`src/hdl/mdst_pkg.sv`:
```
package mdst_pkg;

    localparam int ACC_BITS = 23;
    localparam int WIN_BITS = 10;
    localparam int SHARE_BITS = 16;
    localparam int TOT_BITS = ACC_BITS + 2;
    localparam int LANES = 4;
    localparam logic [WIN_BITS-1:0] WIN_RESET = WIN_BITS'(10);

    localparam int LANE_FWD = 0;
    localparam int LANE_BACK = 1;
    localparam int LANE_LEFT = 2;
    localparam int LANE_RIGHT = 3;

    typedef struct packed {
        logic moved;
        logic heading_left;
        logic fwd_x;
        logic right_y;
        logic clear;
    } mdst_ctl_t;

endpackage

```
`src/hdl/mdst_front.sv`:
```
module mdst_front
    import mdst_pkg::*;
#(
    parameter int COORD_BITS = 12
) (
    input  logic                       aclk,
    input  logic                       aresetn,
    input  logic                       cfg_we,
    input  logic [WIN_BITS-1:0]        cfg_wdata,
    input  logic                       take,
    input  logic [COORD_BITS-1:0]      point_x,
    input  logic [COORD_BITS-1:0]      point_y,
    output mdst_ctl_t                  ctl,
    output logic [COORD_BITS+1:0]      next_x,
    output logic [COORD_BITS+1:0]      next_y,
    output logic [COORD_BITS-1:0]      abs_x,
    output logic [COORD_BITS-1:0]      abs_y
);

    logic [WIN_BITS-1:0]   win_len_reg;
    logic [COORD_BITS-1:0] last_x_reg;
    logic [COORD_BITS-1:0] last_y_reg;
    logic [WIN_BITS-1:0]   moves_reg;
    logic [WIN_BITS-1:0]   moves_next;
    logic [1:0]            seen_reg;
    logic                  travel_reg;
    logic                  travel_next;

    logic [COORD_BITS:0]   dx;
    logic [COORD_BITS:0]   dy;
    logic [COORD_BITS:0]   adx;
    logic [COORD_BITS:0]   ady;
    logic                  dx_pos;
    logic                  dy_pos;
    logic                  moved;
    logic [WIN_BITS:0]     cnt_inc;
    logic [WIN_BITS-1:0]   win;
    logic                  clear;

    always_comb begin
        moved  = (last_x_reg != '0) || (last_y_reg != '0);
        dx     = {1'b0, point_x} - {1'b0, last_x_reg};
        dy     = {1'b0, point_y} - {1'b0, last_y_reg};
        adx    = dx[COORD_BITS] ? (~dx + 1'b1) : dx;
        ady    = dy[COORD_BITS] ? (~dy + 1'b1) : dy;
        abs_x  = adx[COORD_BITS-1:0];
        abs_y  = ady[COORD_BITS-1:0];
        next_x = {2'b00, point_x} + {dx[COORD_BITS], dx};
        next_y = {2'b00, point_y} + {dy[COORD_BITS], dy};
        dx_pos = !dx[COORD_BITS] && (dx != '0);
        dy_pos = !dy[COORD_BITS] && (dy != '0);

        travel_next = (seen_reg == 2'd1) ? !dx_pos : travel_reg;

        cnt_inc    = {1'b0, moves_reg} + 1'b1;
        win        = (win_len_reg == '0) ? WIN_BITS'(1) : win_len_reg;
        clear      = cnt_inc >= {1'b0, win};
        moves_next = clear ? '0 : cnt_inc[WIN_BITS-1:0];

        ctl.moved        = moved;
        ctl.heading_left = moved && travel_next;
        ctl.fwd_x        = travel_next ? dx[COORD_BITS] : dx_pos;
        ctl.right_y      = travel_next ? dy[COORD_BITS] : dy_pos;
        ctl.clear        = clear;
    end

    always_ff @(posedge aclk) begin
        if (!aresetn) begin
            win_len_reg <= WIN_RESET;
            last_x_reg  <= '0;
            last_y_reg  <= '0;
            moves_reg   <= '0;
            seen_reg    <= '0;
            travel_reg  <= 1'b0;
        end else begin
            if (cfg_we) begin
                win_len_reg <= cfg_wdata;
            end
            if (take) begin
                last_x_reg <= point_x;
                last_y_reg <= point_y;
                if (moved) begin
                    moves_reg  <= moves_next;
                    travel_reg <= travel_next;
                    if (seen_reg != 2'd2) begin
                        seen_reg <= seen_reg + 2'd1;
                    end
                end
            end
        end
    end

endmodule

```
`src/hdl/mdst_queue.sv`:
```
module mdst_queue #(
    parameter int WIDTH = 8
) (
    input  logic             aclk,
    input  logic             aresetn,
    input  logic             push,
    input  logic [WIDTH-1:0] push_data,
    output logic             full,
    input  logic             pop,
    output logic             not_empty,
    output logic [WIDTH-1:0] pop_data
);

    logic [WIDTH-1:0] slot_reg [2];
    logic             wr_ptr_reg;
    logic             rd_ptr_reg;
    logic [1:0]       count_reg;

    assign full      = (count_reg == 2'd2);
    assign not_empty = (count_reg != 2'd0);
    assign pop_data  = slot_reg[rd_ptr_reg];

    always_ff @(posedge aclk) begin
        if (push) begin
            slot_reg[wr_ptr_reg] <= push_data;
        end
    end

    always_ff @(posedge aclk) begin
        if (!aresetn) begin
            wr_ptr_reg <= 1'b0;
            rd_ptr_reg <= 1'b0;
            count_reg  <= 2'd0;
        end else begin
            if (push) begin
                wr_ptr_reg <= !wr_ptr_reg;
            end
            if (pop) begin
                rd_ptr_reg <= !rd_ptr_reg;
            end
            if (push && !pop) begin
                count_reg <= count_reg + 2'd1;
            end else if (pop && !push) begin
                count_reg <= count_reg - 2'd1;
            end
        end
    end

endmodule

```
`src/hdl/mdst_back.sv`:
```
module mdst_back
    import mdst_pkg::*;
#(
    parameter int COORD_BITS = 12,
    parameter int M_DW = 96
) (
    input  logic                  aclk,
    input  logic                  aresetn,
    input  logic                  q_valid,
    output logic                  q_pop,
    input  mdst_ctl_t             q_ctl,
    input  logic [COORD_BITS+1:0] q_next_x,
    input  logic [COORD_BITS+1:0] q_next_y,
    input  logic [COORD_BITS-1:0] q_abs_x,
    input  logic [COORD_BITS-1:0] q_abs_y,
    output logic                  m_tvalid,
    input  logic                  m_tready,
    output logic [M_DW-1:0]       m_tdata,
    output logic [1:0]            m_tuser
);

    localparam int NW = COORD_BITS + 2;
    localparam int DATA_BITS = 2 * NW + 1 + LANES * SHARE_BITS;
    localparam int STEPS = SHARE_BITS;
    localparam int CNT_W = $clog2(STEPS);

    typedef enum logic [4:0] {
        ST_IDLE = 5'b00001,
        ST_ACC  = 5'b00010,
        ST_TOT  = 5'b00100,
        ST_DIV  = 5'b01000,
        ST_DONE = 5'b10000
    } state_t;

    state_t                  state_reg, state_next;
    mdst_ctl_t               ctl_reg, ctl_next;
    logic [NW-1:0]           nx_reg, nx_next;
    logic [NW-1:0]           ny_reg, ny_next;
    logic [COORD_BITS-1:0]   ax_reg, ax_next;
    logic [COORD_BITS-1:0]   ay_reg, ay_next;
    logic [ACC_BITS-1:0]     acc_reg [LANES];
    logic [ACC_BITS-1:0]     acc_next [LANES];
    logic [TOT_BITS-1:0]     rem_reg [LANES];
    logic [TOT_BITS-1:0]     rem_next [LANES];
    logic [SHARE_BITS-1:0]   quo_reg [LANES];
    logic [SHARE_BITS-1:0]   quo_next [LANES];
    logic [TOT_BITS-1:0]     total_reg, total_next;
    logic [CNT_W-1:0]        cnt_reg, cnt_next;
    logic                    out_valid_reg, out_valid_next;
    logic [M_DW-1:0]         out_data_reg, out_data_next;
    logic [1:0]              out_user_reg, out_user_next;

    logic [ACC_BITS-1:0]     base [LANES];
    logic [ACC_BITS-1:0]     addend [LANES];
    logic [SHARE_BITS-1:0]   share [LANES];
    logic [TOT_BITS:0]       dbl [LANES];
    logic [DATA_BITS-1:0]    packed_data;
    logic                    tot_nz;

    function automatic logic [ACC_BITS-1:0] sat_add(input logic [ACC_BITS-1:0] a,
                                                    input logic [ACC_BITS-1:0] b);
        logic [ACC_BITS:0] s;
        s = {1'b0, a} + {1'b0, b};
        return s[ACC_BITS] ? {ACC_BITS{1'b1}} : s[ACC_BITS-1:0];
    endfunction

    assign m_tvalid = out_valid_reg;
    assign m_tdata  = out_data_reg;
    assign m_tuser  = out_user_reg;

    always_comb begin
        state_next     = state_reg;
        ctl_next       = ctl_reg;
        nx_next        = nx_reg;
        ny_next        = ny_reg;
        ax_next        = ax_reg;
        ay_next        = ay_reg;
        total_next     = total_reg;
        cnt_next       = cnt_reg;
        out_data_next  = out_data_reg;
        out_user_next  = out_user_reg;
        out_valid_next = out_valid_reg && !m_tready;
        q_pop          = 1'b0;
        tot_nz         = (total_reg != '0);

        for (int i = 0; i < LANES; i++) begin
            acc_next[i] = acc_reg[i];
            rem_next[i] = rem_reg[i];
            quo_next[i] = quo_reg[i];
            base[i]     = ctl_reg.clear ? '0 : acc_reg[i];
            addend[i]   = '0;
            dbl[i]      = {rem_reg[i], 1'b0};
            if (!ctl_reg.moved || !tot_nz) begin
                share[i] = '0;
            end else if ({2'b00, acc_reg[i]} == total_reg) begin
                share[i] = '1;
            end else begin
                share[i] = quo_reg[i];
            end
        end

        if (ctl_reg.fwd_x) begin
            addend[LANE_FWD] = ACC_BITS'(ax_reg);
        end else begin
            addend[LANE_BACK] = ACC_BITS'(ax_reg);
        end
        if (ctl_reg.right_y) begin
            addend[LANE_RIGHT] = ACC_BITS'(ay_reg);
        end else begin
            addend[LANE_LEFT] = ACC_BITS'(ay_reg);
        end

        packed_data = {share[LANE_RIGHT], share[LANE_LEFT], share[LANE_BACK],
                       share[LANE_FWD], ctl_reg.heading_left,
                       ctl_reg.moved ? ny_reg : NW'(0),
                       ctl_reg.moved ? nx_reg : NW'(0)};

        case (state_reg)
            ST_IDLE: begin
                if (q_valid) begin
                    q_pop      = 1'b1;
                    ctl_next   = q_ctl;
                    nx_next    = q_next_x;
                    ny_next    = q_next_y;
                    ax_next    = q_abs_x;
                    ay_next    = q_abs_y;
                    state_next = ST_ACC;
                end
            end
            ST_ACC: begin
                if (ctl_reg.moved) begin
                    for (int i = 0; i < LANES; i++) begin
                        acc_next[i] = sat_add(base[i], addend[i]);
                    end
                end
                state_next = ST_TOT;
            end
            ST_TOT: begin
                total_next = {2'b00, acc_reg[LANE_FWD]} + {2'b00, acc_reg[LANE_BACK]}
                           + {2'b00, acc_reg[LANE_LEFT]} + {2'b00, acc_reg[LANE_RIGHT]};
                for (int i = 0; i < LANES; i++) begin
                    rem_next[i] = {2'b00, acc_reg[i]};
                    quo_next[i] = '0;
                end
                cnt_next   = '0;
                state_next = ST_DIV;
            end
            ST_DIV: begin
                for (int i = 0; i < LANES; i++) begin
                    if (dbl[i] >= {1'b0, total_reg}) begin
                        rem_next[i] = TOT_BITS'(dbl[i] - {1'b0, total_reg});
                        quo_next[i] = {quo_reg[i][SHARE_BITS-2:0], 1'b1};
                    end else begin
                        rem_next[i] = dbl[i][TOT_BITS-1:0];
                        quo_next[i] = {quo_reg[i][SHARE_BITS-2:0], 1'b0};
                    end
                end
                cnt_next = cnt_reg + 1'b1;
                if (cnt_reg == CNT_W'(STEPS - 1)) begin
                    state_next = ST_DONE;
                end
            end
            ST_DONE: begin
                if (!out_valid_reg || m_tready) begin
                    out_valid_next = 1'b1;
                    out_data_next  = M_DW'(packed_data);
                    out_user_next  = {ctl_reg.moved && tot_nz, ctl_reg.moved};
                    state_next     = ST_IDLE;
                end
            end
            default: begin
                state_next = ST_IDLE;
            end
        endcase
    end

    always_ff @(posedge aclk) begin
        ctl_reg      <= ctl_next;
        nx_reg       <= nx_next;
        ny_reg       <= ny_next;
        ax_reg       <= ax_next;
        ay_reg       <= ay_next;
        total_reg    <= total_next;
        cnt_reg      <= cnt_next;
        out_data_reg <= out_data_next;
        out_user_reg <= out_user_next;
        for (int i = 0; i < LANES; i++) begin
            rem_reg[i] <= rem_next[i];
            quo_reg[i] <= quo_next[i];
        end
    end

    always_ff @(posedge aclk) begin
        if (!aresetn) begin
            state_reg     <= ST_IDLE;
            out_valid_reg <= 1'b0;
            for (int i = 0; i < LANES; i++) begin
                acc_reg[i] <= '0;
            end
        end else begin
            state_reg     <= state_next;
            out_valid_reg <= out_valid_next;
            for (int i = 0; i < LANES; i++) begin
                acc_reg[i] <= acc_next[i];
            end
        end
    end

endmodule

```
`src/hdl/motion_direction_share_tracker_core.sv`:
```
// tracks one object's center point and reports the predicted next point and
// the forward, back, left and right shares of recent travel as Q0.16
// fractions. each point goes through these steps in order: a fetch from the
// input queue, an update of the saturating direction accumulators, a sum of
// them, the four share dividers running side by side at one quotient bit
// per cycle, and a load of the output register. the input side holds the
// previous point and window count itself and can run up to two points
// ahead of the divider through a two-entry queue; the back end takes the
// next point only after the last result is loaded for output. window_length
// is written through cfg_we/cfg_wdata and should only change while the
// block is idle; zero behaves as one. a previous point of (0,0) yields an
// all-zero result with moved low.
module motion_direction_share_tracker_core
    import mdst_pkg::*;
#(
    parameter int COORD_BITS = 12
) (
    input  logic                 aclk,
    input  logic                 aresetn,
    input  logic                 cfg_we,
    input  logic [WIN_BITS-1:0]  cfg_wdata,
    input  logic                 s_tvalid,
    output logic                 s_tready,
    // point_x, point_y
    input  logic [((2*COORD_BITS+7)/8)*8-1:0] s_tdata,
    output logic                 m_tvalid,
    input  logic                 m_tready,
    // next_x, next_y, heading_left, share_forward, share_back, share_left,
    // share_right
    output logic [((2*(COORD_BITS+2)+1+4*SHARE_BITS+7)/8)*8-1:0] m_tdata,
    // moved, shares_valid
    output logic [1:0]           m_tuser
);

    localparam int NW = COORD_BITS + 2;
    localparam int M_DW = ((2 * NW + 1 + LANES * SHARE_BITS + 7) / 8) * 8;
    localparam int CTL_W = $bits(mdst_ctl_t);
    localparam int Q_W = CTL_W + 2 * NW + 2 * COORD_BITS;

    mdst_ctl_t             f_ctl;
    logic [NW-1:0]         f_next_x;
    logic [NW-1:0]         f_next_y;
    logic [COORD_BITS-1:0] f_abs_x;
    logic [COORD_BITS-1:0] f_abs_y;
    logic                  take;
    logic                  q_full;
    logic                  q_valid;
    logic                  q_pop;
    logic [Q_W-1:0]        q_in;
    logic [Q_W-1:0]        q_out;
    mdst_ctl_t             b_ctl;

    assign s_tready = !q_full;
    assign take     = s_tvalid && !q_full;
    assign q_in     = {f_ctl, f_next_x, f_next_y, f_abs_x, f_abs_y};
    assign b_ctl    = q_out[Q_W-1 -: CTL_W];

    mdst_front #(
        .COORD_BITS(COORD_BITS)
    ) u_front (
        .aclk     (aclk),
        .aresetn  (aresetn),
        .cfg_we   (cfg_we),
        .cfg_wdata(cfg_wdata),
        .take     (take),
        .point_x  (s_tdata[COORD_BITS-1:0]),
        .point_y  (s_tdata[2*COORD_BITS-1:COORD_BITS]),
        .ctl      (f_ctl),
        .next_x   (f_next_x),
        .next_y   (f_next_y),
        .abs_x    (f_abs_x),
        .abs_y    (f_abs_y)
    );

    mdst_queue #(
        .WIDTH(Q_W)
    ) u_queue (
        .aclk     (aclk),
        .aresetn  (aresetn),
        .push     (take),
        .push_data(q_in),
        .full     (q_full),
        .pop      (q_pop),
        .not_empty(q_valid),
        .pop_data (q_out)
    );

    mdst_back #(
        .COORD_BITS(COORD_BITS),
        .M_DW      (M_DW)
    ) u_back (
        .aclk     (aclk),
        .aresetn  (aresetn),
        .q_valid  (q_valid),
        .q_pop    (q_pop),
        .q_ctl    (b_ctl),
        .q_next_x (q_out[2*COORD_BITS+2*NW-1 -: NW]),
        .q_next_y (q_out[2*COORD_BITS+NW-1 -: NW]),
        .q_abs_x  (q_out[2*COORD_BITS-1 -: COORD_BITS]),
        .q_abs_y  (q_out[COORD_BITS-1:0]),
        .m_tvalid (m_tvalid),
        .m_tready (m_tready),
        .m_tdata  (m_tdata),
        .m_tuser  (m_tuser)
    );

endmodule

```
`config.mk`:
```
export PLATFORM = sky130hd
export DESIGN_NAME = motion_direction_share_tracker_core
export DESIGN_NICKNAME = d
export VERILOG_FILES = /design/src/hdl/mdst_pkg.sv /design/src/hdl/mdst_front.sv /design/src/hdl/mdst_queue.sv /design/src/hdl/mdst_back.sv /design/src/hdl/motion_direction_share_tracker_core.sv
export SDC_FILE = /design/constraint.sdc
export NUM_CORES = 2
export LEC_CHECK = 0
export BUFFER_PORTS_ARGS = -buffer_cell sky130_fd_sc_hd__buf_2
export CORE_UTILIZATION = 49
export CTS_CLUSTER_SIZE = 12
export DETAILED_ROUTE_END_ITERATION = 6
export PLACE_DENSITY = 0.66
export SLEW_MARGIN = 20
export SYNTH_ARGS = -nofsm -noshare
export SYNTH_HDL_FRONTEND = slang
export SYNTH_SLANG_ARGS = --single-unit
```
`constraint.sdc`:
```
create_clock -name aclk -period 15.1 [get_ports aclk]
set_input_delay 1.51 -clock aclk [delete_from_list [all_inputs] [get_ports aclk]]
set_output_delay 1.51 -clock aclk [all_outputs]
set_load 0.03 [all_outputs]
```
==> impl_metrics.json <==
{
  "min_period_ns": 5.25,
  "synth_area_leaders": "edfxtp_1, ha_1, dfxtp_1",
  "path_clk_slew_ns": 0.06,
  "rows": 102,
  "ant_nets": 0,
  "rsz0062_at_grt": "false",
  "yosys_most_used_dff": "edfxtp_1",
  "core-area_mm2": 0.0775,
  "p_comb_share_pct": 23.7,
  "portBuffers": 135,
  "grt-ovfl-total": 0,
  "hpwl_mm": 74.9,
  "path_max_fanout": 6,
  "power.switching_mw": 1.57,
  "outcome": "finished clean",
  "syn_to_final_growth_pct": 10.1,
  "crit_buf_inv": 2,
  "antenna_found_initial": 4,
  "multiInputGateArea_mm2": 0.0202,
  "synth_top_area_cell": "edfxtp_1",
  "fill_cells": 6931,
  "largest_reg_flops": 114,
  "clockBufferDepth": 3,
  "grtUsageTotal_pct": 26.5,
  "power_frac_seq_pct": 43.7,
  "arrival_ns": 5.58,
  "finalMaxSlewViolations": 0,
  "synth-seq-cells": 608,
  "nets": 4220,
  "tightestPinTransition_ns": 1.12,
  "cp-end-kind": "flip-flop",
  "avgSynthCellArea_um2": 10.0,
  "tritoncts": "yes",
  "crit_family": "compound AO/OA/AOI/OAI gates",
  "gp_congestion": 0.958,
  "synth_top_area_share_pct": 35.9,
  "synthTopCellsByCount": "edfxtp_1, nand2_1, ha_1, a21oi_1, o21ai_0",
  "syn-cell-area_mm2": 0.0384,
  "grt_max_degree": 147,
  "drt_iter0_markers": 2700,
  "crit_path_max_incr_delay_ns": 0.70,
  "yosysMostFrequentCell": "edfxtp_1",
  "synth-seq-area-share_pct": 43.7,
  "crit_type": "flip-flop to flip-flop",
  "setup_tns_ns": 0,
  "intPower_mw": 3.53,
  "cp_cell_sequence": "inv_1 -> fa_1 -> nor2b_1 -> o21ai_0 -> a21o_1 -> a21oi_1 -> a21o_1 -> a21o_1 -> a31oi_1 -> xor2_1 -> fa_1 -> inv_1 -> ha_1 -> nand4_1 -> a21oi_1 -> o21a_1 -> o21a_1 -> nor4_1 -> nor4_1 -> a2111oi_0 -> o21ai_0",
  "hp-class": "flip-flop to flip-flop",
  "peakVddDrop_v": 0.000111,
  "setup_viol": 0,
  "dieArea_mm2": 0.0794,
  "root_buffer": "clkbuf_16",
  "htreeDepth": 3,
  "grt_pass1_wl_mm": 162,
  "max_slew_margin_pct": 25.2,
  "dr.pass1.iters": 6,
  "synth_edf_count": 459,
  "maxCapViolCount": 0,
  "numCtsBuffers": 70,
  "cellPowerDensity_mw_per_mm2": 121,
  "grt_pass1_vias": 27700,
  "crit_required_ns": 15.43,
  "fmax_mhz": 190,
  "fin_skew_ns": 0.0298,
  "die_w_um": 282,
  "wirelength_mm": 106,
  "p_sw_share_pct": 30.8,
  "path_common_cell": "a21o_1",
  "ios": 139,
  "cts-hold-fix-buffers": 0,
  "finalWorstSetupSlack_ns": 9.85,
  "die_height_um": 282,
  "clockPowerShare_pct": 32.6,
  "pre_cts_slack_ns": 9.94,
  "postSynthCellCount": 3820,
  "start_util_pct": 49.5,
  "postLayoutCoreUtil_pct": 54.5,
  "clk-insertion-delay-late_ns": 0.62,
  "vias": 29100,
  "seq_area_mm2": 0.0168,
  "drive_gt1_share_pct": 10.1,
  "ys_warn_count": 0,
  "route.detailed.drc": 0,
  "cts_resized": 0,
  "period_share_pct": 34.8,
  "power_leakage_nw": 17.5,
  "cts.sinks": 608,
  "synthArstFlopShare_pct": 0,
  "hold_viol_final": 0,
  "start_kind": "flip-flop",
  "post_cts_buffers": 0,
  "wl_per_cell_um": 21.3,
  "yosysUniqueCellTypes": 79,
  "cp_slowest_cell": "a2111oi_0",
  "vias_per_cell": 5.85
}
## cell families after synthesis
family          Yosys count  share of synthesized area, %
xor+xnor                329                          7.51
compound gates          974                          16.5
buf+inv                 408                          4.09
flops                   608                          43.7
mux                     142                          3.91
fa+ha+maj               296                          10.4
simple gates           1062                          13.9
other cells               1                       0.00977
## path summary, 6_finish.rpt
kind                                     start                              to  slack [ns]  cells past startpoint
max          u_back.acc_reg[0][1]$_SDFFE_PN0P_  u_back.total_reg[24]$_DFFE_PP_        9.85                     21
min                u_back.ctl_reg[3]$_DFFE_PP_    u_back.m_tdata[28]$_DFFE_PP_        0.43                      0
max reg2reg  u_back.acc_reg[0][1]$_SDFFE_PN0P_  u_back.total_reg[24]$_DFFE_PP_        9.85                     21
min reg2reg        u_back.ctl_reg[3]$_DFFE_PP_    u_back.m_tdata[28]$_DFFE_PP_        0.43                      0
## placed cells by master, fill, tap and decap left out, types with 39 or more instances in the layout
cell type  netlist  final
xnor2_1        180    180
nor3_1          55     50
nor2_1         214    210
inv_1          232    231
xor2_1         149    149
nand3_1         68     68
mux2_2          62     62
a31oi_1         39     39
o21a_1          99     98
buf_2            5    134
ha_1           259    259
a21oi_1        246    245
nor4_1          47     46
dfxtp_1        149    148
a21o_1          87     87
nand4_1         39     39
nor2b_1         89     88
nand2_1        269    267
nand2b_1        50     50
and2_1          71     71
and3_1          99     98
clkbuf_16        0     70
o21ai_0        240    239
edfxtp_1       459    459
mux2i_1         80     80
## per-stage QoR
stage	power [mW]	area (µm²)	hold slack, ns	std cells
2_1_floorplan	3.12	38400	0.400	3822
3_3_place_gp	3.43	40000	0.411	4853
3_5_place_dp	3.46	40000	0.407	4853
4_1_cts	5.13	42200	0.422	4979
5_1_grt	5.33	42200	0.422	4979
6_report	5.09	42200	0.425	4980
## per-layer routing
metal	GRT usage (%)	routed length, µm	share of wire, %
met5	0	40	0.038
met4	10.9	4330	4.1
met3	4.62	7260	6.8
met2	41.1	47400	45
met1	36.4	47000	44
## power groups by stage
stage	Clock, mW	Combinational, mW	Sequential, mW
2_1_floorplan	0	0.925	2.19
3_3_place_gp	0	1.18	2.25
3_5_place_dp	0	1.20	2.26
4_1_cts	1.69	1.21	2.23
5_1_grt	1.75	1.33	2.24
6_report	1.66	1.21	2.23
## final cells by class
class,count,share of cell area (%)
clock buffers,93,4.50
inverters,233,2.07
diodes,1,0.00592
multi-input cells,2806,47.7
flip-flops and latches,608,39.7
repair buffers,166,2.19
clock inverters,33,0.714
well taps,1040,3.08
No activity file was read; power rests on OpenSTA's default activity.
